## config.mk

```make
export PLATFORM = sky130hd
export DESIGN_NAME = positional_list_insert_locate_core
export DESIGN_NICKNAME = d
export VERILOG_FILES = /design/src/rtl/pli_pkg.sv /design/src/rtl/pli_ctrl.sv /design/src/rtl/pli_datapath.sv /design/src/rtl/positional_list_insert_locate_core.sv
export SDC_FILE = /design/constraint.sdc
export NUM_CORES = 2
export LEC_CHECK = 0
export BUFFER_PORTS_ARGS = -buffer_cell sky130_fd_sc_hd__buf_2
export CORE_ASPECT_RATIO = 0.6
export CORE_MARGIN = 2
export CORE_UTILIZATION = 30
export DETAILED_ROUTE_END_ITERATION = 10
export PLACE_DENSITY_LB_ADDON = 0.08
export SKIP_LAST_GASP = 1
export SLEW_MARGIN = 5
export SYNTH_ARGS = -nofsm -noshare
export SYNTH_HDL_FRONTEND = slang
export SYNTH_HIERARCHICAL = 1
export SYNTH_SLANG_ARGS = --single-unit
export TNS_END_PERCENT = 1
```

## constraint.sdc

```tcl
create_clock -name aclk -period 12 [get_ports aclk]
set_input_delay 0.6 -clock aclk [delete_from_list [all_inputs] [get_ports aclk]]
set_output_delay 0.6 -clock aclk [all_outputs]
set_load 0.05 [all_outputs]
```

## src/rtl/pli_pkg.sv

```systemverilog
`timescale 1ns / 1ps
// shared types and constants for the positional list insert and locate core
// no dependencies

package pli_pkg;

    localparam int CAPACITY  = 32;
    localparam int POS_W     = 6;
    localparam int VAL_W     = 32;
    localparam int OUT_CNT_W = 6;
    localparam int CNT_W     = $clog2(CAPACITY + 1);
    localparam int IDX_W     = $clog2(CAPACITY);
    localparam int EXT_W     = ((CNT_W > POS_W) ? CNT_W : POS_W) + 1;

    localparam logic STATUS_OK  = 1'b0;
    localparam logic STATUS_ERR = 1'b1;

    typedef enum logic [1:0] {
        MODE_INSERT = 2'd0,
        MODE_GET    = 2'd1,
        MODE_LOCATE = 2'd2,
        MODE_CLEAR  = 2'd3
    } mode_t;

    // controller to datapath
    typedef struct packed {
        logic latch_req;
        logic exec_commit;
        logic match_load;
        logic find_commit;
    } cmd_t;

    // datapath to controller
    typedef struct packed {
        mode_t mode;
    } stat_t;

endpackage

```

## src/rtl/pli_ctrl.sv

```systemverilog
`timescale 1ns / 1ps
// request sequencer: input handshake, step control and result word valid
// depends on pli_pkg

module pli_ctrl (
    input  logic          aclk,
    input  logic          aresetn,
    input  logic          s_tvalid,
    output logic          s_tready,
    output logic          m_tvalid,
    input  logic          m_tready,
    input  pli_pkg::stat_t stat,
    output pli_pkg::cmd_t  cmd
);

    typedef enum logic [1:0] {
        ST_IDLE,
        ST_EXEC,
        ST_FIND
    } state_t;

    state_t state_reg;
    state_t state_next;
    logic   out_valid_reg;
    logic   out_valid_next;
    logic   out_free;

    assign out_free = !out_valid_reg || m_tready;
    assign s_tready = (state_reg == ST_IDLE);
    assign m_tvalid = out_valid_reg;

    always_comb begin
        state_next = state_reg;
        cmd        = '0;
        case (state_reg)
            ST_IDLE: begin
                if (s_tvalid) begin
                    cmd.latch_req = 1'b1;
                    state_next    = ST_EXEC;
                end
            end
            ST_EXEC: begin
                if (stat.mode == pli_pkg::MODE_LOCATE) begin
                    cmd.match_load = 1'b1;
                    state_next     = ST_FIND;
                end else if (out_free) begin
                    cmd.exec_commit = 1'b1;
                    state_next      = ST_IDLE;
                end
            end
            ST_FIND: begin
                if (out_free) begin
                    cmd.find_commit = 1'b1;
                    state_next      = ST_IDLE;
                end
            end
            default: begin
                state_next = ST_IDLE;
            end
        endcase
        if (cmd.exec_commit || cmd.find_commit) begin
            out_valid_next = 1'b1;
        end else if (m_tready) begin
            out_valid_next = 1'b0;
        end else begin
            out_valid_next = out_valid_reg;
        end
    end

    always_ff @(posedge aclk) begin
        if (!aresetn) begin
            state_reg     <= ST_IDLE;
            out_valid_reg <= 1'b0;
        end else begin
            state_reg     <= state_next;
            out_valid_reg <= out_valid_next;
        end
    end

    a_accept_to_exec: assert property (@(posedge aclk) disable iff (!aresetn)
        (s_tvalid && s_tready) |=> (state_reg == ST_EXEC))
        else $error("accepted word did not start execution");

    a_commit_sets_valid: assert property (@(posedge aclk) disable iff (!aresetn)
        (cmd.exec_commit || cmd.find_commit) |=> out_valid_reg)
        else $error("committed result not presented");

    a_find_after_match: assert property (@(posedge aclk) disable iff (!aresetn)
        (cmd.match_load) |=> (state_reg == ST_FIND))
        else $error("match vector loaded without search step");

    a_no_overwrite: assert property (@(posedge aclk) disable iff (!aresetn)
        (out_valid_reg && !m_tready) |-> !(cmd.exec_commit || cmd.find_commit))
        else $error("result word overwritten before taken");

endmodule

```

## src/rtl/pli_datapath.sv

```systemverilog
`timescale 1ns / 1ps
// list storage, entry count, match vector and result word register
// depends on pli_pkg

module pli_datapath (
    input  logic                          aclk,
    input  logic                          aresetn,
    input  pli_pkg::cmd_t                 cmd,
    output pli_pkg::stat_t                stat,
    input  logic [1:0]                    in_mode,
    input  logic [pli_pkg::POS_W-1:0]     in_position,
    input  logic signed [pli_pkg::VAL_W-1:0] in_value,
    output logic                          out_status,
    output logic signed [pli_pkg::VAL_W-1:0] out_read_value,
    output logic [pli_pkg::OUT_CNT_W-1:0] out_found_position,
    output logic [pli_pkg::OUT_CNT_W-1:0] out_entry_count,
    output logic                          out_is_empty
);

    localparam int CAP = pli_pkg::CAPACITY;
    localparam int EW  = pli_pkg::EXT_W;

    pli_pkg::mode_t                   req_mode_reg;
    logic [pli_pkg::POS_W-1:0]        req_pos_reg;
    logic signed [pli_pkg::VAL_W-1:0] req_val_reg;

    logic signed [pli_pkg::VAL_W-1:0] entries_reg  [CAP];
    logic signed [pli_pkg::VAL_W-1:0] entries_next [CAP];
    logic [pli_pkg::CNT_W-1:0]        count_reg;
    logic [pli_pkg::CNT_W-1:0]        count_next;
    logic [CAP-1:0]                   match_reg;
    logic [CAP-1:0]                   match_next;

    logic                             status_reg;
    logic                             status_next;
    logic signed [pli_pkg::VAL_W-1:0] rd_reg;
    logic signed [pli_pkg::VAL_W-1:0] rd_next;
    logic [pli_pkg::OUT_CNT_W-1:0]    found_reg;
    logic [pli_pkg::OUT_CNT_W-1:0]    found_next;
    logic [pli_pkg::OUT_CNT_W-1:0]    cnt_out_reg;
    logic [pli_pkg::OUT_CNT_W-1:0]    cnt_out_next;
    logic                             empty_reg;
    logic                             empty_next;

    logic [EW-1:0]                    pos_ext;
    logic [EW-1:0]                    pidx_ext;
    logic [EW-1:0]                    count_ext;
    logic [EW-1:0]                    count_next_ext;
    logic [EW-1:0]                    found_ext;
    logic [pli_pkg::IDX_W-1:0]        pidx;
    logic                             ins_ok;
    logic                             get_ok;

    assign stat.mode = req_mode_reg;

    assign pos_ext        = {{(EW - pli_pkg::POS_W){1'b0}}, req_pos_reg};
    assign pidx_ext       = pos_ext - EW'(1);
    assign pidx           = pidx_ext[pli_pkg::IDX_W-1:0];
    assign count_ext      = {{(EW - pli_pkg::CNT_W){1'b0}}, count_reg};
    assign count_next_ext = {{(EW - pli_pkg::CNT_W){1'b0}}, count_next};

    assign ins_ok = (count_ext < EW'(CAP)) && (pos_ext != '0) &&
                    (pos_ext <= count_ext + EW'(1));
    assign get_ok = (pos_ext != '0) && (pos_ext <= count_ext);

    // lowest matching slot wins
    always_comb begin
        found_ext = '0;
        for (int k = CAP - 1; k >= 0; k--) begin
            if (match_reg[k]) begin
                found_ext = EW'(k + 1);
            end
        end
    end

    always_comb begin
        for (int k = 0; k < CAP; k++) begin
            match_next[k] = (entries_reg[k] == req_val_reg) && (EW'(k) < count_ext);
        end
    end

    always_comb begin
        entries_next = entries_reg;
        count_next   = count_reg;
        status_next  = pli_pkg::STATUS_OK;
        rd_next      = '0;
        found_next   = '0;
        if (cmd.exec_commit) begin
            case (req_mode_reg)
                pli_pkg::MODE_INSERT: begin
                    if (ins_ok) begin
                        for (int k = 1; k < CAP; k++) begin
                            if (EW'(k) > pidx_ext) begin
                                entries_next[k] = entries_reg[k-1];
                            end
                        end
                        entries_next[pidx] = req_val_reg;
                        count_next         = count_reg + pli_pkg::CNT_W'(1);
                    end else begin
                        status_next = pli_pkg::STATUS_ERR;
                    end
                end
                pli_pkg::MODE_GET: begin
                    if (get_ok) begin
                        rd_next = entries_reg[pidx];
                    end else begin
                        status_next = pli_pkg::STATUS_ERR;
                    end
                end
                pli_pkg::MODE_CLEAR: begin
                    count_next = '0;
                end
                default: begin
                    status_next = pli_pkg::STATUS_OK;
                end
            endcase
        end else if (cmd.find_commit) begin
            found_next = found_ext[pli_pkg::OUT_CNT_W-1:0];
        end
        cnt_out_next = count_next_ext[pli_pkg::OUT_CNT_W-1:0];
        empty_next   = (count_next == '0);
    end

    always_ff @(posedge aclk) begin
        if (!aresetn) begin
            count_reg <= '0;
        end else begin
            count_reg <= count_next;
        end
    end

    always_ff @(posedge aclk) begin
        if (cmd.latch_req) begin
            req_mode_reg <= pli_pkg::mode_t'(in_mode);
            req_pos_reg  <= in_position;
            req_val_reg  <= in_value;
        end
        if (cmd.exec_commit) begin
            entries_reg <= entries_next;
        end
        if (cmd.match_load) begin
            match_reg <= match_next;
        end
        if (cmd.exec_commit || cmd.find_commit) begin
            status_reg  <= status_next;
            rd_reg      <= rd_next;
            found_reg   <= found_next;
            cnt_out_reg <= cnt_out_next;
            empty_reg   <= empty_next;
        end
    end

    assign out_status         = status_reg;
    assign out_read_value     = rd_reg;
    assign out_found_position = found_reg;
    assign out_entry_count    = cnt_out_reg;
    assign out_is_empty       = empty_reg;

    a_count_bound: assert property (@(posedge aclk) disable iff (!aresetn)
        count_ext <= EW'(CAP))
        else $error("entry count beyond capacity");

endmodule

```

## src/rtl/positional_list_insert_locate_core.sv

```systemverilog
`timescale 1ns / 1ps
// top level of the positional list insert and locate core
// depends on pli_pkg, pli_ctrl and pli_datapath

// Ordered list of up to 32 signed 32-bit entries held in registers, with insert
// before a 1-based position, get by position, locate of the first equal entry and
// clear. Every request word yields one result word. Insert, get and clear are
// done from the latched request in the execute step; locate compares all entries
// in parallel into a registered match vector and then picks the lowest match in
// the find step. A new request is taken in the cycle after the previous result
// has been placed in the output register, so at most one request is in work at
// a time. No clearing pass after reset.

module positional_list_insert_locate_core (
    input  logic        aclk,
    input  logic        aresetn,
    input  logic        s_tvalid,
    output logic        s_tready,
    input  logic [39:0] s_tdata,  // position[5:0], value[37:6], zeros
    input  logic [1:0]  s_tuser,  // mode[1:0]
    output logic        m_tvalid,
    input  logic        m_tready,
    output logic [47:0] m_tdata   // status[0], read_value[32:1], found_position[38:33],
                                  // entry_count[44:39], is_empty[45], zeros
);

    pli_pkg::cmd_t  cmd;
    pli_pkg::stat_t stat;

    logic                                status;
    logic signed [pli_pkg::VAL_W-1:0]    read_value;
    logic [pli_pkg::OUT_CNT_W-1:0]       found_position;
    logic [pli_pkg::OUT_CNT_W-1:0]       entry_count;
    logic                                is_empty;

    pli_ctrl u_ctrl (
        .aclk     (aclk),
        .aresetn  (aresetn),
        .s_tvalid (s_tvalid),
        .s_tready (s_tready),
        .m_tvalid (m_tvalid),
        .m_tready (m_tready),
        .stat     (stat),
        .cmd      (cmd)
    );

    pli_datapath u_datapath (
        .aclk               (aclk),
        .aresetn            (aresetn),
        .cmd                (cmd),
        .stat               (stat),
        .in_mode            (s_tuser),
        .in_position        (s_tdata[5:0]),
        .in_value           (s_tdata[37:6]),
        .out_status         (status),
        .out_read_value     (read_value),
        .out_found_position (found_position),
        .out_entry_count    (entry_count),
        .out_is_empty       (is_empty)
    );

    assign m_tdata = {2'b00, is_empty, entry_count, found_position, read_value, status};

endmodule

```

==> impl_metrics.csv <==
group,metric,value,unit
yosys,synth_seq_cells,1151,
route,drc_errors,0,
finish,fin_cells,8842,
power,p_clk_frac,0.407,
route,vias,53300,
setup_path,r2r-end,"u_datapath/out_read_value[13]",
clocking,cts_buffers,141,
min_path,whs_path_depth,1,
timing,clock_skew,0.04247,ns
die,die_x,622.7,µm
timing,rsz0062_at_grt,"no",
clocking,cts_tree,"done",
die,fp-row-count,136,
route,top_layer_used,"met5",
yosys,synthArstFlopShare,0,
die,die_area,233700,µm²
die,core-area,228700,µm²
die,start_util,0.3013,
yosys,ys_warn_count,6,
placement,gp_congestion,0.9345,
finish,largest_register_ffs,1024,
finish,final_cell_mix,"edfxtp_1, xor2_1, a22o_1",
setup_path,required,12.52,ns
timing,max_slew.worst_pin.slew,1.620,ns
setup_path,cp-start-kind,"register",
finish,syn_to_final_growth,12.62,%
global_routing,grt_pass1_vias,48620,
route,first_pass_iters,5,
route,wl_per_cell,39.60,µm
clocking,clk_latency,0.82,ns
timing,final.period_utilization,0.5064,
setup_path,critPathMaxStageDelay,0.84,ns
min_path,worstHoldStart,"s_tdata[0]",
route,routed_wl,350100,µm
power,p_total,10350,µW
finish,layout.nets,5766,
power,p_int,7283,µW
timing,finalSetupTns,0,ns
clocking,postCtsSetupBuffers,0,
clocking,clk_pin_slew,0.07,ns
die,io-pin-count,96,
min_path,hp-class,"in -> reg",
yosys,ys_types,79,
route,wl_met3,45720,µm
setup_path,slowest_stage,"nor2_1",
power,peakVddDrop,0.1151,mV
power,p_sw_frac,0.2963,
finish,drive_above_1_share,0.1560,
timing,slew_headroom,-0.1081,
setup_path,end_kind,"register",
finish,final_util,0.3393,
clocking,cts_root_buf,"clkbuf_16",
yosys,synth_area,68910,µm²
clocking,clockBufferDepth,4,
timing,fmax,0.1646,GHz
setup_path,cp_cell_sequence,"buf_4, buf_4, buf_4, buf_4, mux4_2, mux2i_1, o22ai_1, nor2_1, nor2_1",
power,power_switching,3066,µW
yosys,synth.yosys.seq_area_share,0.5003,
global_routing,grtUsageTotal,0.2904,
yosys,ys.flop_type,"edfxtp_1",
run_status,violations,"max-capacitance violations, max-slew violations",
setup_path,crit_path_max_fanout,39,
setup_path,critPathKind,"reg -> reg",
power,pwr-share-seq,0.432,
global_routing,antenna_found_initial,39,
clocking,clock_sinks,1151,
route,vias_per_cell,6.028,
clocking,cts_hold_buf,39,
setup_path,timing.rr.start,"u_datapath/req_pos_reg[0]",
route,wl_met1,168600,µm
timing,setup_viol,0,
route,wl_met2,128700,µm
timing,hold_viol_final,0,
run,max_cap_violations,2,
clocking,cts_resized,0,
placement,dp_cells,8552,
min_path,hold_path_end,"u_datapath/req_pos_reg[0]",
power,power_frac_comb,0.161,
timing,min_period,6.077,ns
finish,layout_commonest_cell,"edfxtp_1",
die,die_y,375.2,µm
clocking,cts.htree.levels,4,
power,leakage,0.02577,µW
placement,dp_hpwl,243000,µm
yosys,avgSynthCellArea,11.92,µm²
placement,port_buffers,91,
timing,whs,0.06027,ns
global_routing,grt_pass1_wl,464600,µm
setup_path,worstRegToRegCells,9,
setup_path,arrival,6.60,ns
run_status,status,"complete, but fails checks",
yosys,synthCells,5783,
setup_path,critPathMostFrequentCell,"buf_4",
power,p_per_area,133.4,nW/µm²
global_routing,grt_max_degree,92,
timing,drv_slew,3,
route,drtAntennaViolNets,0,
setup_path,timing.reg2reg.setup_slack,5.92,ns
route,drt_iter0_drc,8540,
global_routing,gr-total-overflow,0,
yosys,synth_edf_count,1142,
synthesized netlist by cell type (10+ instances only):
| cell | count | area [µm²] |
|---|---|---|
| nor4_1 | 193 | 1207 |
| a2111oi_0 | 10 | 87.58 |
| nor2_2 | 14 | 87.58 |
| mux4_2 | 282 | 6351 |
| nor2_1 | 519 | 1948 |
| xnor2_1 | 375 | 3284 |
| o22ai_1 | 41 | 256.5 |
| nand2b_1 | 11 | 68.82 |
| buf_2 | 207 | 1036 |
| nor3_1 | 223 | 1116 |
| clkbuf_1 | 251 | 942.2 |
| edfxtp_1 | 1142 | 34290 |
| nand3_1 | 42 | 210.2 |
| nand4_1 | 117 | 732.0 |
| buf_1 | 68 | 255.2 |
| inv_1 | 27 | 101.4 |
| xor2_1 | 654 | 5728 |
| o21ai_0 | 96 | 480.5 |
| ha_1 | 22 | 275.3 |
| o21ai_1 | 17 | 85.08 |
| a22o_1 | 608 | 5325 |
| a21oi_1 | 146 | 730.7 |
| buf_4 | 38 | 285.3 |
| nand2_1 | 435 | 1633 |
| mux2i_1 | 81 | 810.8 |
per-stage QoR:
step | cell area, µm² | setup slack [ns]
2_1_floorplan | 68910 | 6.478
4_1_cts | 77550 | 6.077
5_1_grt | 77580 | 5.826
3_5_place_dp | 72940 | 6.117
6_report | 77600 | 5.923
3_3_place_gp | 72940 | 6.059
kinds of logic after synthesis:
kind of cell | after synthesis | synth area share
XOR/XNOR | 1031 | 0.1314
adder cells (fa/ha/maj) | 22 | 0.003995
AO/OA/AOI/OAI | 983 | 0.1097
flip-flops | 1151 | 0.5003
multiplexers | 363 | 0.1039
other | 1 | 0.00005442
buffers and inverters | 603 | 0.03944
AND/OR/NAND/NOR | 1629 | 0.1112
power groups by stage:
stage	logic, µW	clock network [µW]	registers, µW
floorplan	900	0	4570
global placement	1600	0	4550
finish	1670	4210	4470
CTS	1620	4290	4470
detailed placement	1600	0	4550
global route	1700	4430	4470
layer usage:
layer  GRT usage  vias up
met4     0.05628       12
met5           0        -
li1            -    21540
met3      0.1072      340
met2      0.3589     3317
met1      0.4643    28090
worst max-delay path by stage:
stage	startpoint	to	slack, ns	depth (start not counted)
after CTS	u_datapath/req_pos_reg[0]	u_datapath/entries_reg[453]	6.08	10
after global routing	u_datapath/req_pos_reg[0]	u_datapath/entries_reg[449]	5.83	10
after detailed placement	u_datapath/req_pos_reg[0]	u_datapath/out_read_value[13]	6.12	9
after global placement	u_datapath/req_pos_reg[0]	u_datapath/entries_reg[466]	6.06	10
after floorplan	u_datapath/req_pos_reg[0]	u_datapath/entries_reg[1000]	6.48	13
final	u_datapath/req_pos_reg[0]	u_datapath/out_read_value[13]	5.92	9
cell type report:
class / instances / area, µm²
diodes: 11 / 27.53
clock buffers: 181 / 3846
clock inverters: 59 / 380.4
fillers: 22800 / 151100
inverters: 32 / 120.1
multi-input cells: 4030 / 32210
flip-flops and latches: 1151 / 34470
well taps: 3036 / 3799
repair buffers: 342 / 2750
critical path: cells and delay by family (launching register included):
family                 cells  cell delay, ns
DFF                        1            0.34
buffers and inverters      4            2.71
AOI/OAI and AO/OA          1            0.30
muxes                      2            1.41
and+or+nand+nor            2            0.91
Power figures use the tool's default switching activity.
